File: src/rtl/ir_drop_pulse_counter_macros.svh
// Assertion macros for the drop pulse counter.
// Used by the modules that carry concurrent checks; needs nothing else.
`ifndef IR_DROP_PULSE_COUNTER_MACROS_SVH
`define IR_DROP_PULSE_COUNTER_MACROS_SVH

// Same-cycle implication, switched off while reset is high.
`define IDPC_ASSERT_NOW(label, clk, rst, ante, cons) \
   label: assert property (@(posedge clk) disable iff (rst) (ante) |-> (cons)) \
      else $error("idpc: same-cycle check failed");

// Next-cycle implication, switched off while reset is high.
`define IDPC_ASSERT_NEXT(label, clk, rst, ante, cons) \
   label: assert property (@(posedge clk) disable iff (rst) (ante) |=> (cons)) \
      else $error("idpc: next-cycle check failed");

`endif

File: src/rtl/idpc_pkg.sv
// Shared types and constants for the drop pulse counter.
// No dependencies; imported by every module of the block.
package idpc_pkg;

   localparam int COUNT_BITS = 8;
   localparam int FIELD_COUNT_W = 8;
   localparam int TIME_W = 32;
   localparam int LEVEL_W = 10;
   localparam int CFG_W = 16;
   localparam int CSR_INDEX_W = 2;
   localparam int STEP_W = $clog2(TIME_W);

   localparam logic [1:0] OP_SAMPLE = 2'd0;
   localparam logic [1:0] OP_START = 2'd1;
   localparam logic [1:0] OP_ABORT = 2'd2;

   localparam logic [CSR_INDEX_W-1:0] CSR_LEVEL_THRESHOLD = 2'd0;
   localparam logic [CSR_INDEX_W-1:0] CSR_SAMPLE_PERIOD = 2'd1;
   localparam logic [CSR_INDEX_W-1:0] CSR_ARM_DELAY = 2'd2;
   localparam logic [CSR_INDEX_W-1:0] CSR_COOLDOWN = 2'd3;

   localparam logic [LEVEL_W-1:0] LEVEL_THRESHOLD_RST = 10'd512;
   localparam logic [CFG_W-1:0] SAMPLE_PERIOD_RST = 16'd5;
   localparam logic [CFG_W-1:0] ARM_DELAY_RST = 16'd300;
   localparam logic [CFG_W-1:0] COOLDOWN_RST = 16'd100;

   typedef enum logic [1:0] {
      ST_IDLE,
      ST_EVAL,
      ST_DIVIDE,
      ST_FINISH
   } idpc_state_type;

   typedef struct packed {
      logic capture;
      logic start_div;
      logic commit;
   } idpc_cmd_type;

   typedef struct packed {
      logic need_div;
      logic out_free;
      logic div_done;
   } idpc_sts_type;

endpackage

File: src/rtl/idpc_divider.sv
// Restoring divider, one quotient bit per cycle, for the mean interval.
// Depends on idpc_pkg.
module idpc_divider import idpc_pkg::*; (
   input  logic                  clock,
   input  logic                  reset,
   input  logic                  start,
   input  logic [TIME_W-1:0]     dividend,
   input  logic [COUNT_BITS-1:0] divisor,
   output logic                  done,
   output logic [TIME_W-1:0]     quotient
);

   logic                  busy_ff, busy_in;
   logic [STEP_W-1:0]     step_ff, step_in;
   logic [COUNT_BITS-1:0] rem_ff, rem_in;
   logic [COUNT_BITS-1:0] div_ff, div_in;
   logic [TIME_W-1:0]     quot_ff, quot_in;
   logic [COUNT_BITS:0]   trial;
   logic                  fits;

   assign trial = {rem_ff, quot_ff[TIME_W-1]};
   assign fits = trial >= {1'b0, div_ff};
   assign done = busy_ff && (step_ff == STEP_W'(TIME_W - 1));
   assign quotient = quot_ff;

   always_comb begin
      busy_in = busy_ff;
      step_in = step_ff;
      rem_in = rem_ff;
      div_in = div_ff;
      quot_in = quot_ff;
      if (start) begin
         busy_in = 1'b1;
         step_in = '0;
         rem_in = '0;
         div_in = divisor;
         quot_in = dividend;
      end else if (busy_ff) begin
         // shift one dividend bit into the partial remainder
         rem_in = fits ? COUNT_BITS'(trial - {1'b0, div_ff}) : trial[COUNT_BITS-1:0];
         quot_in = {quot_ff[TIME_W-2:0], fits};
         step_in = step_ff + 1'b1;
         if (done) begin
            busy_in = 1'b0;
         end
      end
   end

   always_ff @(posedge clock) begin
      if (reset) begin
         busy_ff <= 1'b0;
         step_ff <= '0;
      end else begin
         busy_ff <= busy_in;
         step_ff <= step_in;
      end
      rem_ff <= rem_in;
      div_ff <= div_in;
      quot_ff <= quot_in;
   end

endmodule

File: src/rtl/idpc_datapath.sv
// Datapath: configuration, session state, request latch, result register.
// Depends on idpc_pkg and idpc_divider.
module idpc_datapath import idpc_pkg::*; (
   input  logic                     clock,
   input  logic                     reset,
   input  idpc_cmd_type             cmd,
   output idpc_sts_type             sts,
   input  logic                     csr_write,
   input  logic [CSR_INDEX_W-1:0]   csr_index,
   input  logic [CFG_W-1:0]         csr_data,
   input  logic [1:0]               req_opcode,
   input  logic [TIME_W-1:0]        req_now_ms,
   input  logic [LEVEL_W-1:0]       req_sensor_level,
   input  logic [FIELD_COUNT_W-1:0] req_start_count,
   input  logic                     req_timing_on,
   input  logic                     req_limit_pressed,
   output logic                     rsp_valid,
   input  logic                     rsp_stall,
   output logic                     rsp_session_active,
   output logic [FIELD_COUNT_W-1:0] rsp_drop_count,
   output logic [FIELD_COUNT_W-1:0] rsp_remaining,
   output logic                     rsp_counted_now,
   output logic                     rsp_finished,
   output logic [TIME_W-1:0]        rsp_average_ms,
   output logic                     rsp_start_refused
);

   // configuration
   logic [LEVEL_W-1:0] threshold_ff;
   logic [CFG_W-1:0]   period_ff, arm_ff, cooldown_ff;

   // latched request
   logic [1:0]            op_ff;
   logic [TIME_W-1:0]     now_ff;
   logic [LEVEL_W-1:0]    level_ff;
   logic [COUNT_BITS-1:0] want_ff;
   logic                  timing_ff, limit_ff;

   // session state
   logic                  running_ff, running_in;
   logic                  was_above_ff, was_above_in;
   logic                  timing_act_ff, timing_act_in;
   logic [COUNT_BITS-1:0] target_ff, target_in;
   logic [COUNT_BITS-1:0] counted_ff, counted_in;
   logic [COUNT_BITS-1:0] itotal_ff, itotal_in;
   logic [TIME_W-1:0]     lockout_ff, lockout_in;
   logic [TIME_W-1:0]     sess_start_ff, sess_start_in;
   logic [TIME_W-1:0]     last_sample_ff, last_sample_in;
   logic [TIME_W-1:0]     last_count_ff, last_count_in;
   logic [TIME_W-1:0]     isum_ff, isum_in;

   // result register
   logic                     rsp_valid_ff, rsp_valid_in;
   logic                     active_ff, counted_now_ff, finished_ff, refused_ff;
   logic [FIELD_COUNT_W-1:0] drop_ff, remaining_ff;
   logic [TIME_W-1:0]        average_ff;

   // evaluation of the latched request
   logic                  cnt_now, fin, refused, need_div;
   logic [COUNT_BITS-1:0] shown, remain;
   logic                  sample_ok, above, armed, unlocked;
   logic [TIME_W-1:0]     since_lock;
   logic [COUNT_BITS-1:0] counted_inc;
   logic                  div_done;
   logic [TIME_W-1:0]     quotient;

   assign sample_ok = (op_ff == OP_SAMPLE) && running_ff &&
                      ((now_ff - last_sample_ff) >= TIME_W'(period_ff));
   assign above = level_ff > threshold_ff;
   assign armed = (now_ff - sess_start_ff) > TIME_W'(arm_ff);
   assign since_lock = now_ff - lockout_ff;
   assign unlocked = (counted_ff == '0) || !since_lock[TIME_W-1];
   assign counted_inc = counted_ff + 1'b1;

   always_comb begin
      running_in = running_ff;
      was_above_in = was_above_ff;
      timing_act_in = timing_act_ff;
      target_in = target_ff;
      counted_in = counted_ff;
      itotal_in = itotal_ff;
      lockout_in = lockout_ff;
      sess_start_in = sess_start_ff;
      last_sample_in = last_sample_ff;
      last_count_in = last_count_ff;
      isum_in = isum_ff;
      cnt_now = 1'b0;
      fin = 1'b0;
      refused = 1'b0;
      need_div = 1'b0;
      shown = '0;
      unique case (op_ff)
         OP_START: begin
            if (want_ff == '0 || running_ff) begin
               refused = 1'b1;
            end else begin
               if (timing_ff) begin
                  last_count_in = '0;
                  isum_in = '0;
                  itotal_in = '0;
               end
               if (limit_ff) begin
                  // switch pressed: statistics may clear, session stays off
                  timing_act_in = 1'b0;
                  refused = 1'b1;
               end else begin
                  timing_act_in = timing_ff;
                  target_in = want_ff;
                  counted_in = '0;
                  lockout_in = '0;
                  was_above_in = 1'b0;
                  sess_start_in = now_ff;
                  last_sample_in = '0;
                  running_in = 1'b1;
               end
            end
         end
         OP_ABORT: begin
            running_in = 1'b0;
            target_in = '0;
            counted_in = '0;
            timing_act_in = 1'b0;
         end
         default: begin
            if (sample_ok) begin
               last_sample_in = now_ff;
               was_above_in = above;
               if (armed && above && !was_above_ff && unlocked) begin
                  cnt_now = 1'b1;
                  counted_in = counted_inc;
                  if (timing_act_ff) begin
                     if (counted_ff != '0) begin
                        isum_in = isum_ff + (now_ff - last_count_ff);
                        itotal_in = itotal_ff + 1'b1;
                     end
                     last_count_in = now_ff;
                  end
                  lockout_in = now_ff + TIME_W'(cooldown_ff);
                  if (counted_inc >= target_ff) begin
                     fin = 1'b1;
                     need_div = timing_act_ff && (itotal_in != '0);
                     running_in = 1'b0;
                     target_in = '0;
                     counted_in = '0;
                     timing_act_in = 1'b0;
                  end
               end
            end
         end
      endcase
      shown = fin ? counted_inc : counted_in;
      remain = (target_in > counted_in) ? target_in - counted_in : '0;
   end

   idpc_divider u_divider (
      .clock    (clock),
      .reset    (reset),
      .start    (cmd.start_div),
      .dividend (isum_in),
      .divisor  (itotal_in),
      .done     (div_done),
      .quotient (quotient)
   );

   assign rsp_valid_in = cmd.commit | (rsp_valid_ff & rsp_stall);

   assign sts.need_div = need_div;
   assign sts.out_free = !rsp_valid_ff || !rsp_stall;
   assign sts.div_done = div_done;

   // configuration writes land at once
   always_ff @(posedge clock) begin
      if (reset) begin
         threshold_ff <= LEVEL_THRESHOLD_RST;
         period_ff <= SAMPLE_PERIOD_RST;
         arm_ff <= ARM_DELAY_RST;
         cooldown_ff <= COOLDOWN_RST;
      end else if (csr_write) begin
         unique case (csr_index)
            CSR_LEVEL_THRESHOLD: threshold_ff <= csr_data[LEVEL_W-1:0];
            CSR_SAMPLE_PERIOD:   period_ff <= csr_data;
            CSR_ARM_DELAY:       arm_ff <= csr_data;
            CSR_COOLDOWN:        cooldown_ff <= csr_data;
            default:             threshold_ff <= threshold_ff;
         endcase
      end
   end

   always_ff @(posedge clock) begin
      if (cmd.capture) begin
         op_ff <= req_opcode;
         now_ff <= req_now_ms;
         level_ff <= req_sensor_level;
         want_ff <= COUNT_BITS'(req_start_count);
         timing_ff <= req_timing_on;
         limit_ff <= req_limit_pressed;
      end
   end

   always_ff @(posedge clock) begin
      if (reset) begin
         running_ff <= 1'b0;
         was_above_ff <= 1'b0;
         timing_act_ff <= 1'b0;
         target_ff <= '0;
         counted_ff <= '0;
         itotal_ff <= '0;
         lockout_ff <= '0;
         sess_start_ff <= '0;
         last_sample_ff <= '0;
         last_count_ff <= '0;
         isum_ff <= '0;
      end else if (cmd.commit) begin
         running_ff <= running_in;
         was_above_ff <= was_above_in;
         timing_act_ff <= timing_act_in;
         target_ff <= target_in;
         counted_ff <= counted_in;
         itotal_ff <= itotal_in;
         lockout_ff <= lockout_in;
         sess_start_ff <= sess_start_in;
         last_sample_ff <= last_sample_in;
         last_count_ff <= last_count_in;
         isum_ff <= isum_in;
      end
   end

   always_ff @(posedge clock) begin
      if (reset) begin
         rsp_valid_ff <= 1'b0;
      end else begin
         rsp_valid_ff <= rsp_valid_in;
      end
      if (cmd.commit) begin
         active_ff <= running_in;
         drop_ff <= FIELD_COUNT_W'(shown);
         remaining_ff <= FIELD_COUNT_W'(remain);
         counted_now_ff <= cnt_now;
         finished_ff <= fin;
         average_ff <= need_div ? quotient : '0;
         refused_ff <= refused;
      end
   end

   assign rsp_valid = rsp_valid_ff;
   assign rsp_session_active = active_ff;
   assign rsp_drop_count = drop_ff;
   assign rsp_remaining = remaining_ff;
   assign rsp_counted_now = counted_now_ff;
   assign rsp_finished = finished_ff;
   assign rsp_average_ms = average_ff;
   assign rsp_start_refused = refused_ff;

endmodule

File: src/rtl/idpc_ctrl.sv
// Controller state machine: request intake, divide wait, result commit.
// Depends on idpc_pkg and the assertion macros header.
`include "ir_drop_pulse_counter_macros.svh"

module idpc_ctrl import idpc_pkg::*; (
   input  logic         clock,
   input  logic         reset,
   input  logic         req_valid,
   output logic         req_stall,
   input  idpc_sts_type sts,
   output idpc_cmd_type cmd
);

   idpc_state_type state_ff, state_in;

   always_comb begin
      state_in = state_ff;
      unique case (state_ff)
         ST_IDLE: begin
            if (req_valid) begin
               state_in = ST_EVAL;
            end
         end
         ST_EVAL: begin
            if (sts.need_div) begin
               state_in = ST_DIVIDE;
            end else if (sts.out_free) begin
               state_in = ST_IDLE;
            end
         end
         ST_DIVIDE: begin
            if (sts.div_done) begin
               state_in = ST_FINISH;
            end
         end
         ST_FINISH: begin
            if (sts.out_free) begin
               state_in = ST_IDLE;
            end
         end
         default: state_in = ST_IDLE;
      endcase
   end

   always_comb begin
      cmd = '0;
      req_stall = 1'b1;
      unique case (state_ff)
         ST_IDLE: begin
            req_stall = 1'b0;
            cmd.capture = req_valid;
         end
         ST_EVAL: begin
            cmd.start_div = sts.need_div;
            cmd.commit = !sts.need_div && sts.out_free;
         end
         ST_DIVIDE: begin
            cmd = '0;
         end
         ST_FINISH: begin
            cmd.commit = sts.out_free;
         end
         default: cmd = '0;
      endcase
   end

   always_ff @(posedge clock) begin
      if (reset) begin
         state_ff <= ST_IDLE;
      end else begin
         state_ff <= state_in;
      end
   end

   `IDPC_ASSERT_NOW(a_commit_needs_room, clock, reset, cmd.commit, sts.out_free)
   `IDPC_ASSERT_NOW(a_finish_has_quotient, clock, reset, state_ff == ST_FINISH, sts.need_div)
   `IDPC_ASSERT_NOW(a_div_done_in_wait, clock, reset, sts.div_done, state_ff == ST_DIVIDE)
   `IDPC_ASSERT_NEXT(a_commit_frees_intake, clock, reset, cmd.commit, state_ff == ST_IDLE)

endmodule

File: src/rtl/ir_drop_pulse_counter.sv
// Top level of the drop pulse counter: controller plus datapath.
// Depends on idpc_pkg, idpc_ctrl and idpc_datapath.
//
// Use: requests (sample, start, abort) enter on req_* under valid/stall; every
// request yields exactly one result on rsp_*, in order. Configuration is a
// plain write port (csr_write, csr_index, csr_data), taken in any cycle;
// write it only while no request is in flight.
// Timing: a request is taken in the idle state and evaluated in the next
// cycle; its result is registered when it commits, which holds while the
// previous result is still waiting to be taken.
// A sample that completes a timed session with at least one interval divides
// the interval sum by the interval count in a restoring divider, one quotient
// bit per cycle; that request passes intake, evaluate, divide and commit.
// The result register decouples the two sides: a new request is taken while
// the previous result waits; evaluation then holds until the result is taken.
// Reset is synchronous and active high: it clears the session, restores the
// register defaults (threshold 512, period 5, arm delay 300, cooldown 100)
// and drops rsp_valid.
module ir_drop_pulse_counter import idpc_pkg::*; (
   input  logic                     clock,
   input  logic                     reset,
   input  logic                     csr_write,
   input  logic [CSR_INDEX_W-1:0]   csr_index,
   input  logic [CFG_W-1:0]         csr_data,
   input  logic                     req_valid,
   output logic                     req_stall,
   input  logic [1:0]               req_opcode,
   input  logic [TIME_W-1:0]        req_now_ms,
   input  logic [LEVEL_W-1:0]       req_sensor_level,
   input  logic [FIELD_COUNT_W-1:0] req_start_count,
   input  logic                     req_timing_on,
   input  logic                     req_limit_pressed,
   output logic                     rsp_valid,
   input  logic                     rsp_stall,
   output logic                     rsp_session_active,
   output logic [FIELD_COUNT_W-1:0] rsp_drop_count,
   output logic [FIELD_COUNT_W-1:0] rsp_remaining,
   output logic                     rsp_counted_now,
   output logic                     rsp_finished,
   output logic [TIME_W-1:0]        rsp_average_ms,
   output logic                     rsp_start_refused
);

   idpc_cmd_type cmd;
   idpc_sts_type sts;

   // sequencing: intake, evaluate, optional divide, commit
   idpc_ctrl u_ctrl (
      .clock     (clock),
      .reset     (reset),
      .req_valid (req_valid),
      .req_stall (req_stall),
      .sts       (sts),
      .cmd       (cmd)
   );

   // session state, configuration, divider and the result register
   idpc_datapath u_datapath (
      .clock              (clock),
      .reset              (reset),
      .cmd                (cmd),
      .sts                (sts),
      .csr_write          (csr_write),
      .csr_index          (csr_index),
      .csr_data           (csr_data),
      .req_opcode         (req_opcode),
      .req_now_ms         (req_now_ms),
      .req_sensor_level   (req_sensor_level),
      .req_start_count    (req_start_count),
      .req_timing_on      (req_timing_on),
      .req_limit_pressed  (req_limit_pressed),
      .rsp_valid          (rsp_valid),
      .rsp_stall          (rsp_stall),
      .rsp_session_active (rsp_session_active),
      .rsp_drop_count     (rsp_drop_count),
      .rsp_remaining      (rsp_remaining),
      .rsp_counted_now    (rsp_counted_now),
      .rsp_finished       (rsp_finished),
      .rsp_average_ms     (rsp_average_ms),
      .rsp_start_refused  (rsp_start_refused)
   );

endmodule
File: config.mk
export PLATFORM = sky130hd
export DESIGN_NAME = ir_drop_pulse_counter
export DESIGN_NICKNAME = d
export VERILOG_FILES = /design/src/rtl/idpc_pkg.sv /design/src/rtl/idpc_divider.sv /design/src/rtl/idpc_datapath.sv /design/src/rtl/idpc_ctrl.sv /design/src/rtl/ir_drop_pulse_counter.sv
export VERILOG_INCLUDE_DIRS = /design/src /design/src/rtl
export SDC_FILE = /design/constraint.sdc
export NUM_CORES = 1
export LEC_CHECK = 0
export ABC_CLOCK_PERIOD_IN_PS = 23800
export BUFFER_PORTS_ARGS = -buffer_cell sky130_fd_sc_hd__buf_2
export CAP_MARGIN = 15
export CORE_MARGIN = 2
export CORE_UTILIZATION = 62
export DETAILED_ROUTE_END_ITERATION = 7
export HOLD_SLACK_MARGIN = 0.03
export PLACE_DENSITY = 0.81
export SYNTH_ARGS = -nofsm -noshare
export SYNTH_HDL_FRONTEND = slang
export SYNTH_HIERARCHICAL = 1
export SYNTH_SLANG_ARGS = --single-unit
File: constraint.sdc
create_clock -name clock -period 23.8 [get_ports clock]
set_input_delay 2.38 -clock clock [delete_from_list [all_inputs] [get_ports clock]]
set_output_delay 2.38 -clock clock [all_outputs]
set_load 0.05 [all_outputs]
==> flow_summary.json, run 1 <==
{
  "yosys_warnings": 6,
  "core_um2": 40920,
  "internal-power_mw": 1.270,
  "syn2layout_area_growth_pct": 9.422,
  "clk_path_buf_depth": 3,
  "io_pins": 131,
  "cp-start-kind": "flip-flop",
  "post-route-util_pct": 68.96,
  "synth_top_family_by_area": "compound AO/OA/AOI/OAI gates",
  "grt-ovfl-total": 0,
  "pwr-share-seq_pct": 42.8,
  "synth-adder-area-share_pct": 13.18,
  "die_w_um": 208.0,
  "die-area_um2": 43240,
  "clk_pin_slew_ns": 0.06,
  "ctsResizeCount": 0,
  "p_per_area_nw_per_um2": 62.98,
  "drt_wl_total_um": 66360,
  "ys_ff_latch": 408,
  "gp_congestion": 0.9411,
  "rows": 74,
  "fin_crit_sh_pct": 34.46,
  "fmax_ghz": 0.1219,
  "cp_slowest_stage_delay_ns": 0.60,
  "n_antenna_cell": 0,
  "ant_nets": 0,
  "max-slew-margin-rel_pct": 24.45,
  "cts_tree": "built",
  "ctsHtreeMaxLevel": 2,
  "synthArstFlopShare_pct": 0,
  "ir_drop_mv": 0.06545,
  "grt_max_degree": 92,
  "nets": 3276,
  "path_max_fanout": 18,
  "yosysUniqueCellTypes": 103,
  "numCtsBuffers": 44,
  "required_ns": 24.09,
  "die_h_um": 208.0,
  "hp-class": "flip-flop to flip-flop",
  "drv_cap": 0,
  "power_frac_comb_pct": 17.5,
  "grt_pass1_vias": 20875,
  "end_kind": "flip-flop",
  "p_sw_share_pct": 28.53,
  "synth_fp_nets": 3199,
  "synth.yosys.seq_area_share_pct": 37.34,
  "worstSetupPathType": "flip-flop to flip-flop",
  "power.share.clock_pct": 39.7,
  "report.final.hold_viol_count": 0,
  "netlist_instances": 2872,
  "fin_crit_ns": 8.201,
  "antenna_found_initial": 0,
  "synthXorXnorAreaFrac_pct": 4.143,
  "path_common_cell": "nor2b_1",
  "synthSimpleGateAreaFrac_pct": 15.72,
  "p_leak_nw": 11.13,
  "clock_skew_ns": 0.02208,
  "numPortBuffers": 130,
  "firstDrtPassIters": 8,
  "synth.avg_cell_area_um2": 8.980,
  "first_iter_violations": 1856,
  "initial_core_util_pct": 63.02,
  "drc": 0,
  "clock-root-buffer": "clkbuf_16",
  "p_sw_uw": 506.9,
  "dp_hpwl_um": 49790,
  "ctsHoldBuffers": 0,
  "viasPerCell": 6.107,
  "synthMuxAreaShare_pct": 2.790,
  "drive_gt1_share_pct": 10.28,
  "cts_setup_buffers": 0,
  "wl_per_cell_um": 18.87,
  "synth_compound_area_share_pct": 19.88,
  "synth_edf_count": 146,
  "rsz0062_at_grt": "no",
  "slowest_stage": "a2111o_1",
  "grt_pass1_wl_um": 107200,
  "cts_num_sinks": 408,
  "setup_viol": 0,
  "cp.arrival_ns": 8.49,
  "slew_viol_final": 0,
  "clkLatencyLatePin_ns": 0.58,
  "max_slew.worst_pin.slew_ns": 1.130,
  "status": "completed",
  "num-fill-cells": 3228,
  "synthFlopType": "dfxtp_1",
  "num_vias": 21479,
  "track_usage_pct": 30.11,
  "tns_ns": 0,
  "netlist_area_um2": 25790
}
[power by group through the flow]
stage / clock (mW) / combinational, mW / sequential [mW]
final: 0.706 / 0.310 / 0.761
after global routing: 0.742 / 0.343 / 0.762
after CTS: 0.717 / 0.306 / 0.760
after detailed placement: 0 / 0.303 / 0.775
after global placement: 0 / 0.296 / 0.774
after floorplan: 0 / 0.215 / 0.785
[path summary, 6_finish.rpt]
path / slack (ns) / cells after the start / endpoint / start
max: 15.60 / 34 / u_datapath/rsp_remaining[0] / u_datapath/now_ff[0]
min: 0.46 / 2 / u_datapath/arm_ff[10] / u_datapath/arm_ff[10]
max reg2reg: 15.60 / 34 / u_datapath/rsp_remaining[0] / u_datapath/now_ff[0]
min reg2reg: 0.46 / 2 / u_datapath/arm_ff[10] / u_datapath/arm_ff[10]
[critical path, delay by kind of cell (launching register included)]
family	cells	cell delay [ns]
AOI/OAI and AO/OA	15	3.70
adders and majority gates	4	1.17
xor gates and xnor gates	1	0.13
and+or+nand+nor	12	2.20
DFF	1	0.50
buffers and inverters	2	0.20
[placed cells by master (no fill, tap or decap), types with 14 or more instances in the layout]
cell       count
a211oi_1      18
a21o_1        53
a21oi_1      248
a22o_1       116
a31oi_1       20
and2_1        40
and3_1        14
buf_2        129
buf_4         19
clkbuf_16     45
dfxtp_1      262
edfxtp_1     146
fa_1          36
ha_1         214
inv_1        315
mux2_2        35
mux2i_1       31
nand2_1      298
nand2b_1      32
nand3_1       56
nand4_1       34
nor2_1       196
nor2b_1       26
nor3_1        72
o211ai_1      14
o21a_1        23
o21ai_0       72
xnor2_1       85
xor2_1        37
[cell families after synthesis]
logic type                 Yosys count
and+or+nand+nor                    849
xor gates and xnor gates           122
AOI/OAI and AO/OA                  739
DFF                                408
buffers and inverters              437
adders and majority gates          250
muxes                               67
[per-stage QoR]
step                power, mW  cells  setup slack [ns]  hold WS, ns  instance area (µm²)
global route            1.847   3517             15.01       0.4756                28220
global placement        1.070   3432             15.90       0.4417                26670
floorplan              0.9994   2872             14.76       0.4363                25790
CTS                     1.783   3515             15.59       0.4554                28160
finish                  1.777   3517             15.60       0.4583                28220
detailed placement      1.078   3433             15.61       0.4470                26680
[cell type report]
| type | count | area (µm²) | area share (%) |
|---|---|---|---|
| sequential | 408 | 9629 | 34.12 |
| tap | 532 | 665.6 | 2.359 |
| multi-input combinational | 2027 | 14390 | 51.01 |
| timing repair buffer | 151 | 858.3 | 3.042 |
| clock buffer | 53 | 1166 | 4.132 |
| clock inverter | 29 | 316.6 | 1.122 |
| inverter | 317 | 1190 | 4.217 |
[state kept, by name, summed over array words and instances (netlist names), 10 cells and up]
name and flops:
u_datapath/level_ff 10, u_datapath/now_ff 32, u_datapath/last_sample_ff 32, u_datapath/arm_ff 16, u_datapath/cooldown_ff 16, u_datapath/sess_start_ff 32
u_datapath/period_ff 16, u_datapath/last_count_ff 32, u_datapath/u_divider/quotient 32, u_datapath/isum_ff 32, u_datapath/threshold_ff 10, u_datapath/rsp_average_ms 32
u_datapath/lockout_ff 32
[synthesized netlist by cell type, drive strengths merged (22+ instances only)]
cell type,instances,area share [%]
mux2,36,1.6
a31oi,22,0.58
dfxtp,262,20
nand2b,32,0.78
nor2,197,2.9
edfxtp,146,17
a22o,116,3.9
a21oi,250,4.9
o21ai,81,1.6
o21a,23,0.67
inv,316,4.6
a211oi,22,0.75
a21o,53,1.5
nor2b,26,0.63
xnor2,85,2.9
nor3,76,1.6
nand4,35,0.87
nand2,298,4.3
and2,40,0.97
clkbuf,75,1.1
nand3,58,1.2
buf,45,1.2
mux2i,31,1.2
ha,214,10
xor2,37,1.3
fa,36,2.8
[metal layers]
| metal | wire [µm] | track usage (%) |
|---|---|---|
| met1 | 28390 | 40.12 |
| met2 | 31280 | 50.49 |
| met3 | 4287 | 3.774 |
| met4 | 2405 | 10.88 |
| met5 | 0 | 0 |
No activity file was read; power rests on OpenSTA's default activity.
==> inputs of run 2 (changes only) <==
- ABC_AREA: not set -> 1
- ABC_CLOCK_PERIOD_IN_PS: 23800 -> 7100
- CORE_UTILIZATION: 62 -> 57
- PLACE_DENSITY: 0.81 -> 0.78
- clock period: 23.8 -> 7.1 ns (I/O delays scaled with it)
==> flow_summary.json, run 2 <==
{
  "drive_gt1_share_pct": 8.109,
  "path_delay_family": "simple AND/OR/NAND/NOR gates",
  "rows": 81,
  "report.final.hold_viol_count": 0,
  "setup_viol": 0,
  "drc": 0,
  "hp-class": "primary input to flip-flop",
  "end_kind": "flip-flop",
  "synthArstFlopShare_pct": 0,
  "num-fill-cells": 4486,
  "viasPerCell": 5.401,
  "highest_layer": "met4",
  "numCtsBuffers": 46,
  "ys_ff_latch": 408,
  "synth_fp_nets": 4397,
  "required_ns": 7.41,
  "p_leak_nw": 14.87,
  "synth_top_area_cell": "dfxtp_1",
  "netlist_area_um2": 28380,
  "power_frac_comb_pct": 26.4,
  "synth_edf_count": 146,
  "yosysMostFrequentCell": "nand2_1",
  "cp.arrival_ns": 6.75,
  "drv_cap": 0,
  "yosysTopAreaCellShare_pct": 18.48,
  "die-area_um2": 51600,
  "p_per_area_nw_per_um2": 223.2,
  "synth.avg_cell_area_um2": 6.974,
  "track_usage_pct": 29.88,
  "routed-wl-met3_um": 5943,
  "max-slew-margin-rel_pct": 34.80,
  "initial_core_util_pct": 57.86,
  "wl_per_cell_um": 16.04,
  "pwr-share-seq_pct": 37.9,
  "io_pins": 131,
  "slowest_stage": "edfxtp_1",
  "path_common_cell": "nand2_1",
  "drt-met1-wl_um": 34380,
  "grt_pass1_vias": 24028,
  "nets": 4483,
  "cts_tree": "built",
  "p_sw_mw": 2.346,
  "grt_max_degree": 92,
  "ctsHtreeMaxLevel": 2,
  "grt_pass1_wl_um": 123500,
  "yosys_warnings": 6,
  "slew_viol_final": 0,
  "fin_crit_ns": 6.434,
  "n_antenna_cell": 0,
  "cp-start-kind": "flip-flop",
  "clock_skew_ns": 0.01530,
  "die_h_um": 227.2,
  "antenna_found_initial": 0,
  "ant_nets": 0,
  "die_w_um": 227.2,
  "clk_pin_slew_ns": 0.06,
  "worstSetupPathType": "flip-flop to flip-flop",
  "clk_path_buf_depth": 3,
  "clock-root-buffer": "clkbuf_16",
  "num_vias": 26231,
  "firstDrtPassIters": 6,
  "path_max_fanout": 20,
  "grt-ovfl-total": 0,
  "cts_num_sinks": 408,
  "p_sw_share_pct": 33.76,
  "fin_crit_sh_pct": 90.62,
  "final_cell_mix": "999 x nand2_1, 709 x inv_1, 366 x a21oi_1, 310 x nor2_1, 285 x nand3_1",
  "gp_congestion": 0.9777,
  "synth_common_cells": "999 x nand2_1, 710 x inv_1, 367 x a21oi_1",
  "clkLatencyLatePin_ns": 0.60,
  "dp_hpwl_um": 58000,
  "power_mw": 6.948,
  "yosysUniqueCellTypes": 58,
  "netlist_instances": 4070,
  "numPortBuffers": 130,
  "internal-power_mw": 4.602,
  "status": "completed",
  "max_slew.worst_pin.slew_ns": 0.9752,
  "final_common_cell": "nand2_1",
  "synthFlopType": "dfxtp_1",
  "ir_drop_mv": 0.2112,
  "power.share.clock_pct": 35.7,
  "syn2layout_area_growth_pct": 9.698,
  "fmax_ghz": 0.1554,
  "drt_wl_total_um": 77890,
  "first_iter_violations": 2323,
  "core_um2": 49050,
  "cp_slowest_stage_delay_ns": 0.53,
  "crit_buf_inv": 8,
  "met2WireLength_um": 34400,
  "tns_ns": 0,
  "synthTopCellsByArea": "dfxtp_1 18%, edfxtp_1 15%, nand2_1 13%",
  "rsz0062_at_grt": "no",
  "synth.yosys.seq_area_share_pct": 33.93
}
## run 2: per-layer routing
| metal | up-vias | track usage (%) |
|---|---|---|
| met5 | - | 0 |
| met4 | 0 | 11.85 |
| met3 | 197 | 3.382 |
| met2 | 1080 | 47.60 |
| met1 | 11735 | 41.56 |
| li1 | 13219 | - |
## run 2: path summary, 6_finish.rpt
| path | endpoint | from | cells after the start | slack [ns] |
|---|---|---|---|---|
| setup reg to reg | u_datapath/rsp_remaining[7] | u_datapath/now_ff[0] | 44 | 0.67 |
| hold / removal | u_datapath/now_ff[7] | req_now_ms[7] | 1 | 0.28 |
| hold reg to reg | u_datapath/sess_start_ff[0] | u_datapath/sess_start_ff[0] | 2 | 0.45 |
| setup / recovery | u_datapath/rsp_remaining[7] | u_datapath/now_ff[0] | 44 | 0.67 |
## run 2: final cells by class
| type | count | area, µm² | share of cell area [%] |
|---|---|---|---|
| Multi-Input combinational cell | 2814 | 15490 | 49.74 |
| Sequential cell | 408 | 9629 | 30.93 |
| Inverter | 728 | 2748 | 8.825 |
| Clock buffer | 52 | 1225 | 3.934 |
| Timing Repair Buffer | 158 | 877.1 | 2.817 |
| Tap cell | 664 | 830.8 | 2.668 |
| Clock inverter | 33 | 340.3 | 1.093 |
## run 2: kinds of logic (layout without fill, tap and decap cells)
| kind of cell | count (synthesis) | in the layout | share of synthesized area [%] |
|---|---|---|---|
| DFF | 408 | 408 | 33.93 |
| and+or+nand+nor | 1785 | 1789 | 26.92 |
| xor gates and xnor gates | 81 | 81 | 2.499 |
| buffers and inverters | 852 | 971 | 11.76 |
| AOI/OAI and AO/OA | 694 | 694 | 12.92 |
| adders and majority gates | 250 | 250 | 11.97 |
## run 2: timing repair
item | 4_1_cts | 5_1_grt
endpoints found under the setup margin | 0 | 140
setup buffers | 0 | 2
gates resized for setup | 0 | 5
hold buffers | 0 | 0
## run 2: through the flow
step	worst slack, ns	instances	util (%)	hold slack, ns	area (µm²)
after global routing	0.07431	4857	63.48	0.2730	31140
after global placement	0.4802	4766	60.11	0.4376	29490
after CTS	0.3008	4851	63.30	0.2561	31050
after floorplan	0.3376	4070	-	0.4274	28390
after detailed placement	0.3143	4766	60.11	0.4452	29490
final	0.6659	4857	63.48	0.2784	31140
## run 2: power groups by stage
| stage | logic, mW | clock network (mW) | registers [mW] |
|---|---|---|---|
| final | 1.83 | 2.48 | 2.63 |
| after detailed placement | 1.79 | 0 | 2.68 |
| after global routing | 2.07 | 2.60 | 2.64 |
| after global placement | 1.77 | 0 | 2.67 |
| after floorplan | 1.27 | 0 | 2.73 |
| after CTS | 1.80 | 2.52 | 2.63 |
## run 2: worst reg2reg max path: cells and delay by family (launching register included)
| family | cells | cell delay [ns] |
|---|---|---|
| AOI/OAI and AO/OA | 5 | 0.80 |
| xor gates and xnor gates | 2 | 0.41 |
| adders and majority gates | 4 | 1.16 |
| buffers and inverters | 8 | 0.88 |
| DFF | 1 | 0.53 |
| and+or+nand+nor | 25 | 2.37 |
